==> config.mk <==
export PLATFORM = sky130hd
export DESIGN_NAME = fpp_ram
export DESIGN_NICKNAME = d
export VERILOG_FILES = /design/src/rtl/fpp_ram.sv
export SDC_FILE = /design/constraint.sdc
export NUM_CORES = 1
export LEC_CHECK = 0
export ABC_AREA = 1
export BUFFER_PORTS_ARGS = -buffer_cell sky130_fd_sc_hd__buf_4
export CORE_AREA = 3 3 251 253
export CTS_CLUSTER_SIZE = 28
export DETAILED_ROUTE_END_ITERATION = 10
export DIE_AREA = 0 0 254 256
export GPL_TIMING_DRIVEN = 0
export MAX_ROUTING_LAYER = met4
export PLACE_DENSITY = 0.52
export SETUP_SLACK_MARGIN = 0.3
export SLEW_MARGIN = 10
export SYNTH_ARGS = -nofsm -noshare
export SYNTH_HDL_FRONTEND = slang
export SYNTH_SLANG_ARGS = --single-unit
==> constraint.sdc <==
create_clock -name aclk -period 6.5 [get_ports aclk]
set_input_delay 1.3 -clock aclk [delete_from_list [all_inputs] [get_ports aclk]]
set_output_delay 1.3 -clock aclk [all_outputs]
set_load 0.005 [all_outputs]
==> src/rtl/fpp_ram.sv <==
module fpp_ram #(
    parameter int WIDTH = 8,
    parameter int DEPTH = 64,
    parameter int AW    = (DEPTH > 1) ? $clog2(DEPTH) : 1
) (
    input  logic             aclk,
    input  logic             we,
    input  logic [AW-1:0]    waddr,
    input  logic [WIDTH-1:0] wdata,
    input  logic [AW-1:0]    raddr,
    output logic [WIDTH-1:0] rdata
);

    logic [WIDTH-1:0] mem [DEPTH];
    logic [WIDTH-1:0] rdata_reg;

    always_ff @(posedge aclk) begin
        if (we) begin
            mem[waddr] <= wdata;
        end
        rdata_reg <= mem[raddr];
    end

    assign rdata = rdata_reg;

endmodule

==> impl_metrics.yaml <==
outcome:
  status: "finished, final reports clean"
floorplan:
  rows: 91
  fp.dieArea_um2: 65000
  core_area_um2: 61300
  fp.dieW_um: 254
  start_util_pct: 34.8
  io_pins: 30
  fp.dieH_um: 256
cells_and_area:
  fillers: 5900
  nNetsFinal: 1912
  multi_input_area_um2: 5000
  seq_area_um2: 15500
  largest_reg_flops: 512
  drive_gt1_share_pct: 10.3
  fin_util_pct: 39.7
  area_delta_synth_final_pct: 13.9
global_routing:
  grt_max_degree: 65
  grt_usage_pct: 20.6
  grt.overflow.total: 0
  antenna_found_initial: 3
  grt_first_pass_wirelength_um: 93600
  grt_pass1_vias: 13600
critical_path:
  reg2reg_slack_ps: 4950
  crit_arrival_ps: 3700
  rr_startpoint: "mem[53][7]"
  crit_path_start: "waddr[1]"
  crit_fanout: 9
  startpoint_type: "input pin"
  path_class: "in2reg"
  cp_data_required_time_ps: 6730
  cp-end-kind: "flop"
hold_path:
  min_from: "mem[62][2]"
  hold_class: "reg2reg"
cts:
  cts_tree: "yes"
  root_buffer: "clkbuf_16"
  clk_pin_slew_worst_paths_ps: 60
  post-cts-setup-buffer-count: 0
  cts.sinks: 520
  cts_resized: 0
  max-clock-path-buffers: 3
  insertion_delay_ps: 610
  cts_hold_buf: 0
  cts_max_level: 2
  numCtsBuffers: 53
power_and_ir_drop:
  vdd_ir_drop_max_mv: 0.190
  leakagePower_nw: 8.69
  powerDensity_nw_per_um2: 298
placed_design:
  hpwlAfterDp_um: 43400
  port-buffer-count: 21
  gp_congestion: 0.920
  dp_slack_ps: 2610
route:
  vias: 14100
  wl_um: 65000
  ant_nets: 0
  wl_per_cell_um: 23.8
  viasPerCell: 5.18
  firstDrtPassIters: 5
  drc_errors: 0
  drt_iter0_drc: 1582
yosys:
  yosysWarningCount: 0
  synth_area_leaders: "edfxtp_1 (72%), nand2_1 (11%), nand3_1 (10%), buf_6 (1.8%), nor2_1 (0.99%)"
  synthFlopType: "edfxtp_1"
  synth_commonest_cells: "nand2_1 (648), edfxtp_1 (512), nand3_1 (439), nor2_1 (56), buf_2 (37)"
  netlist_area_um2: 21300
  syn_inst: 1805
  yosysTopAreaCellShare_pct: 72.0
  ys_ff_latch: 520
  synth_edf_count: 512
  async_flop_share_pct: 0
  seq_area_frac_synth_pct: 72.8
  yosys.area.top_type: "edfxtp_1"
  yosysMostFrequentCell: "nand2_1"
  synth.net_count: 1827
  avgSynthCellArea_um2: 11.8
  synth.distinct_cells: 16
sta:
  hold_viol_final: 0
  period_share_pct: 53.4
  fmax_mhz: 288
  tightest_slew_ps: 1010
  fin_skew_ps: 26.0
  fin_crit_ps: 3470
  setup_ws_ps: 3030
  rsz0062_at_grt: "no"
  setup_tns_ps: 0
  setup_violations: 0
  slew_violations: 0
  max_slew_margin_pct: 32.2
run:
  drv_cap: 0
## logic make-up (layout without fill, tap and decap cells)
group / count (synthesis) / in the layout / synth area share [%]
flops: 520 / 520 / 72.8
buf+inv: 125 / 253 / 4.02
other cells: 0 / 3 / 0
simple gates: 1160 / 1160 / 23.2
## cell type report
class / count / area share [%]
flip-flops and latches: 520 / 63.9
multi-input cells: 1160 / 20.6
clock buffers: 77 / 6.13
well taps: 790 / 4.07
plain buffers: 113 / 3.33
repair buffers: 30 / 0.896
clock inverters: 21 / 0.845
inverters: 12 / 0.206
diodes: 3 / 0.0309
## critical path, cell delays in order
cell and delay, ps:
clkbuf_1 240, inv_1 340, nand4_1 790, nor2_1 1010
## power by group
group / switching (mW) / total [mW] / internal, mW
clock: 1.27 / 3.01 / 1.74
combinational: 0.377 / 0.508 / 0.131
sequential: 0.00687 / 3.72 / 3.71
total: 1.66 / 7.24 / 5.59
## layout by cell type (no fill, tap or decap)
cell type / count
inv_6: 2
clkinv_2: 6
dfxtp_1: 8
buf_6: 35
clkinvlp_4: 1
inv_2: 1
clkbuf_1: 34
inv_1: 10
diode_2: 3
nand4_1: 9
nand3_1: 439
clkbuf_16: 55
buf_8: 2
buf_1: 10
nor4_2: 8
buf_4: 41
clkinv_4: 1
nor2_1: 56
bufinv_16: 4
clkbuf_8: 3
buf_2: 40
nand2_1: 648
edfxtp_1: 512
clkinv_1: 8
## path summary, 6_finish.rpt
kind / end / cells after the start
setup / recovery: mem[8][5] / 4
hold / removal: rdata[2] / 8
setup reg to reg: rdata[7] / 8
hold reg to reg: rdata[2] / 8
## layer usage
| metal | wire (um) | vias to the layer above | GRT usage (%) |
|---|---|---|---|
| met5 | 0 | - | - |
| met4 | 2000 | 0 | 6.66 |
| met3 | 5420 | 98 | 4.57 |
| met2 | 29700 | 548 | 31.1 |
| met1 | 27900 | 6931 | 27.8 |
| li1 | - | 6532 | - |
## stage by stage
stage,hold slack (ps),cell area [um^2],power [mW],cells
2_1_floorplan,722,21300,4.05,1805
3_3_place_gp,867,22500,4.29,2616
3_5_place_dp,871,22600,4.30,2625
4_1_cts,888,24300,7.28,2723
5_1_grt,987,24300,7.46,2726
6_report,891,24300,7.24,2726
Power figures use the tool's default switching activity.
