===== config.mk =====
export PLATFORM = sky130hd
export DESIGN_NAME = fpp_mac
export DESIGN_NICKNAME = d
export VERILOG_FILES = /design/src/rtl/fpp_pkg.sv /design/src/rtl/fpp_mac.sv
export SDC_FILE = /design/constraint.sdc
export NUM_CORES = 1
export LEC_CHECK = 0
export ABC_CLOCK_PERIOD_IN_PS = 4400
export BUFFER_PORTS_ARGS = -buffer_cell sky130_fd_sc_hd__buf_2
export CORE_MARGIN = 8
export CORE_UTILIZATION = 40
export CTS_CLUSTER_SIZE = 12
export DETAILED_ROUTE_END_ITERATION = 7
export SLEW_MARGIN = 20
export SYNTH_ARGS = -nofsm -noshare
export SYNTH_HDL_FRONTEND = slang
export SYNTH_SLANG_ARGS = --single-unit

===== constraint.sdc =====
create_clock -name aclk -period 4.4 [get_ports aclk]
set_input_delay 0.22 -clock aclk [delete_from_list [all_inputs] [get_ports aclk]]
set_output_delay 0.22 -clock aclk [all_outputs]
set_load 0.05 [all_outputs]

===== src/rtl/fpp_pkg.sv =====
package fpp_pkg;

    localparam int IDX_W   = 6;          // channel index field width
    localparam int CNT_W   = IDX_W + 1;  // channel count width (holds 64)
    localparam int VAL_W   = 8;          // int8 data
    localparam int IDX_SPAN = 1 << IDX_W;
    localparam int ACC_W   = 2 * VAL_W + IDX_W + 1;

    localparam int DEF_MAX_IN  = 64;
    localparam int DEF_MAX_MID = 64;
    localparam int DEF_MAX_OUT = 64;

    localparam int SAT_LO = -128;
    localparam int SAT_HI = 127;

    typedef enum logic [1:0] {
        OP_LOAD_W1 = 2'd0,
        OP_LOAD_W2 = 2'd1,
        OP_ACT     = 2'd2,
        OP_NONE    = 2'd3
    } op_t;

    typedef enum logic [1:0] {
        REG_IN_CH  = 2'd0,
        REG_MID_CH = 2'd1,
        REG_OUT_CH = 2'd2,
        REG_NONE   = 2'd3
    } reg_idx_t;

    // control tag that travels with one pair of MAC operands
    typedef struct packed {
        logic vld;
        logic first;
        logic last;
    } mac_ctl_t;

    // zero counts as one, anything above the limit is clamped to it
    function automatic logic [CNT_W-1:0] eff_count(input logic [CNT_W-1:0] r,
                                                   input logic [CNT_W-1:0] lim);
        logic [CNT_W-1:0] v;
        begin
            if (r == '0) begin
                v = CNT_W'(1);
            end else if (r > lim) begin
                v = lim;
            end else begin
                v = r;
            end
            return v;
        end
    endfunction

endpackage


===== src/rtl/fpp_mac.sv =====
module fpp_mac (
    input  logic                          aclk,
    input  logic                          aresetn,
    input  fpp_pkg::mac_ctl_t             ctl,
    input  logic signed [fpp_pkg::VAL_W-1:0] op_a,
    input  logic signed [fpp_pkg::VAL_W-1:0] op_b,
    output logic                          done,
    output logic signed [fpp_pkg::VAL_W-1:0] result
);
    import fpp_pkg::*;

    // stage 1: product
    logic signed [2*VAL_W-1:0] prod_reg;
    mac_ctl_t                  ctl1_reg;
    // stage 2: accumulate
    logic signed [ACC_W-1:0]   acc_reg;
    logic signed [ACC_W-1:0]   acc_next;
    logic                      done_reg;

    always_ff @(posedge aclk) begin
        if (!aresetn) begin
            ctl1_reg <= '0;
            done_reg <= 1'b0;
        end else begin
            ctl1_reg <= ctl;
            done_reg <= ctl1_reg.vld & ctl1_reg.last;
        end
    end

    always_comb begin
        if (ctl1_reg.first) begin
            acc_next = ACC_W'(prod_reg);
        end else begin
            acc_next = acc_reg + ACC_W'(prod_reg);
        end
    end

    always_ff @(posedge aclk) begin
        prod_reg <= op_a * op_b;
        if (ctl1_reg.vld) begin
            acc_reg <= acc_next;
        end
    end

    // saturate to int8
    always_comb begin
        if (acc_reg < ACC_W'(SAT_LO)) begin
            result = VAL_W'(SAT_LO);
        end else if (acc_reg > ACC_W'(SAT_HI)) begin
            result = VAL_W'(SAT_HI);
        end else begin
            result = acc_reg[VAL_W-1:0];
        end
    end

    assign done = done_reg;

endmodule


==> qor.yml <==
cts-resized-gates: 0
synth_compound_area_frac: 0.135
seq_power_share: 0.197
synthArstFlopShare: 0
pwr-share-clk: 0.095
synthSimpleGateAreaFrac: 0.157
synth_top_family_by_area: "adder cells"
rows: 41
ant_nets: 0
clock_skew_ns: 0.00817
grt_pass1_wl_microns: 17800
pwr-share-comb: 0.707
hpwl_microns: 8330
dr.first_iter.drc_count: 158
fin_nets: 704
die_area_sq_um: 16600
ctsHoldBuffers: 0
die_x_microns: 129
p_int_mw: 2.10
syn2layout_area_growth_pct: 9.85
yosys.area_share.adder: 0.345
powerDensity_nw_per_um2: 710
clock_sinks: 43
cts_inserted_buffers: 5
grt_pass1_vias: 4017
synthMuxAreaShare: 0.0123
top_layer: "met4"
yosysSeqAreaShare: 0.214
cpMaxStageDelayCell: "fa_1"
start_util: 0.407
port_buffers: 29
clk_path_buf_depth: 2
synth.distinct_cells: 46
p_sw_mw: 1.88
grt_max_degree: 42
hp-class: "input pin to register"
fmax_mhz: 245
clkTransAtPathRegs_ns: 0.06
wl_met1_microns: 4780
drcViolationCount: 0
dr_total_vias: 3737
switching_share: 0.472
drive_gt1_frac: 0.0901
synth_warnings: 0
yosys_register_bits: 43
maxCapViolations: 0
htree_levels: 2
finalCritPeriodShare: 0.929
netlist_area_sq_um: 5090
synthCells: 547
critical_path_arrival_ns: 4.29
synth_ff_type: "edfxtp_1"
max-vdd-ir-drop_uv: 279
tritoncts: "built"
design.core.area_sq_um: 12500
start_kind: "input pin"
cts-root-buf: "clkbuf_16"
grt.overflow.total: 0
io_pins: 30
clock_latency_ns: 0.28
tightest_slew_ns: 0.712
cts_setup_buffers: 0
syn_nets: 675
largest_register_ffs: 23
crit_type: "input pin to register"
critPathMaxFanout: 8
met2_length_microns: 5080
wire_per_inst_microns: 13.5
gr-usage-all-layers: 0.130
maxSlewViolCount: 0
synth_xor_xnor_area_share: 0.0602
cpPeakStageDelay_ns: 0.57
antenna_cells: 0
die_y_microns: 129
whs_ns: 0.139
rsz0062_at_grt: "no"
vias_per_cell: 4.99
hold_viol_final: 0
fin_crit_ns: 4.09
status: "completed"
relSlewSlack: 0.520
route.met3.wl_microns: 186
place.gp.congestion: 0.841
synth-edff-count: 23
endpoint_kind: "register"
path_cells: "buf_2 > and2_1 > fa_1 > inv_1 > fa_1 > inv_1 > fa_1 > inv_1 > fa_1 > inv_1 > ha_1 > or3_1 > a211oi_1 > o31ai_1 > a21oi_1 > xnor2_1"
firstDrtPassIters: 4
required_ns: 4.61
wl_microns: 10100
setup_viol: 0
antenna_found_initial: 0
p_total_mw: 3.97
finalSetupTns_ns: 0
p_leak_nw: 2.57
syn_area_per_cell_sq_um: 9.31
cells by family after synthesis:
logic type	after synthesis
buffers and inverters	102
and+or+nand+nor	152
DFF	43
AOI/OAI and AO/OA	102
xor gates and xnor gates	35
muxes	6
adders and majority gates	107
layout by cell type, fill, tap and decap left out, types with 22 or more instances in the layout:
cell | Yosys | final
xnor2_1 | 23 | 23
o21ai_0 | 22 | 22
ha_1 | 51 | 51
fa_1 | 56 | 56
nand2_1 | 42 | 42
edfxtp_1 | 23 | 23
buf_2 | 2 | 29
a21oi_1 | 28 | 28
and2_1 | 48 | 48
inv_1 | 93 | 93
layout make-up:
type,count,area [sq um]
fill,1288,6920
multi-input combinational,402,3620
sequential,43,1090
inverter,93,349
tap,172,215
timing repair buffer,31,160
clock buffer,6,139
clock inverter,2,15.0
critical path: cells and delay by family:
kind                       cells  cell delay, ns
and+or+nand+nor                2            0.59
buffers and inverters          5            0.39
AOI/OAI and AO/OA              3            0.56
adders and majority gates      5            2.39
xor gates and xnor gates       1            0.14
synth_stat cells, drive strengths merged, types with 2 or more instances:
library cell	count	area, sq um
ha	51	638
xor2	12	105
edfxtp	23	691
o21bai	4	33.8
fa	56	1120
buf	2	10.0
o31ai	2	15.0
nand2	42	158
o21ai	27	135
inv	93	349
nand2b	5	31.3
a21o	16	120
nand4	9	56.3
and2	48	300
and3	2	12.5
mux2	2	22.5
o211ai	4	35.0
a21oi	28	140
nand3	5	25.0
nor3	7	35.0
a211oi	6	55.1
nor2b	12	75.1
o21a	6	45.0
clkbuf	7	26.3
a41oi	3	33.8
dfxtp	20	400
nor4	4	25.0
mux2i	4	40.0
nor2	14	55.1
xnor2	23	201
metal layers:
| metal | up-vias | global-route usage |
|---|---|---|
| met4 | 0 | 0.0221 |
| met1 | 1833 | 0.159 |
| met2 | 30 | 0.240 |
| li1 | 1867 | - |
| met3 | 7 | 0.0153 |
| met5 | - | 0 |
per-stage QoR:
stage                     utilization  instance area, sq um  std cells  setup WS [ns]
final                           0.447                  5590        749          0.314
after global routing            0.447                  5590        749         0.0848
after CTS                       0.446                  5590        749          0.319
after detailed placement        0.434                  5430        741         0.0525
after global placement          0.434                  5430        741          0.116
after floorplan                     -                  5090        547          0.340
path summary, 6_finish.rpt:
kind	slack [ns]	to	startpoint	depth (start not counted)
worst max-delay path	0.31	prod_reg[15]	op_b[3]	16
worst min-delay path	0.14	ctl1_reg[0]	ctl[0]	2
worst max register to register	1.73	acc_reg[22]	acc_reg[0]	10
worst min register to register	0.46	done	ctl1_reg[0]	1
power by group through the flow:
stage               clock (mW)  combinational (mW)  sequential [mW]
floorplan                    0                2.32            0.742
detailed placement           0                2.80            0.790
global placement             0                2.75            0.788
finish                   0.379                2.81            0.784
global route             0.398                3.21            0.805
CTS                      0.387                2.83            0.784
No activity file was read; power rests on OpenSTA's default activity.
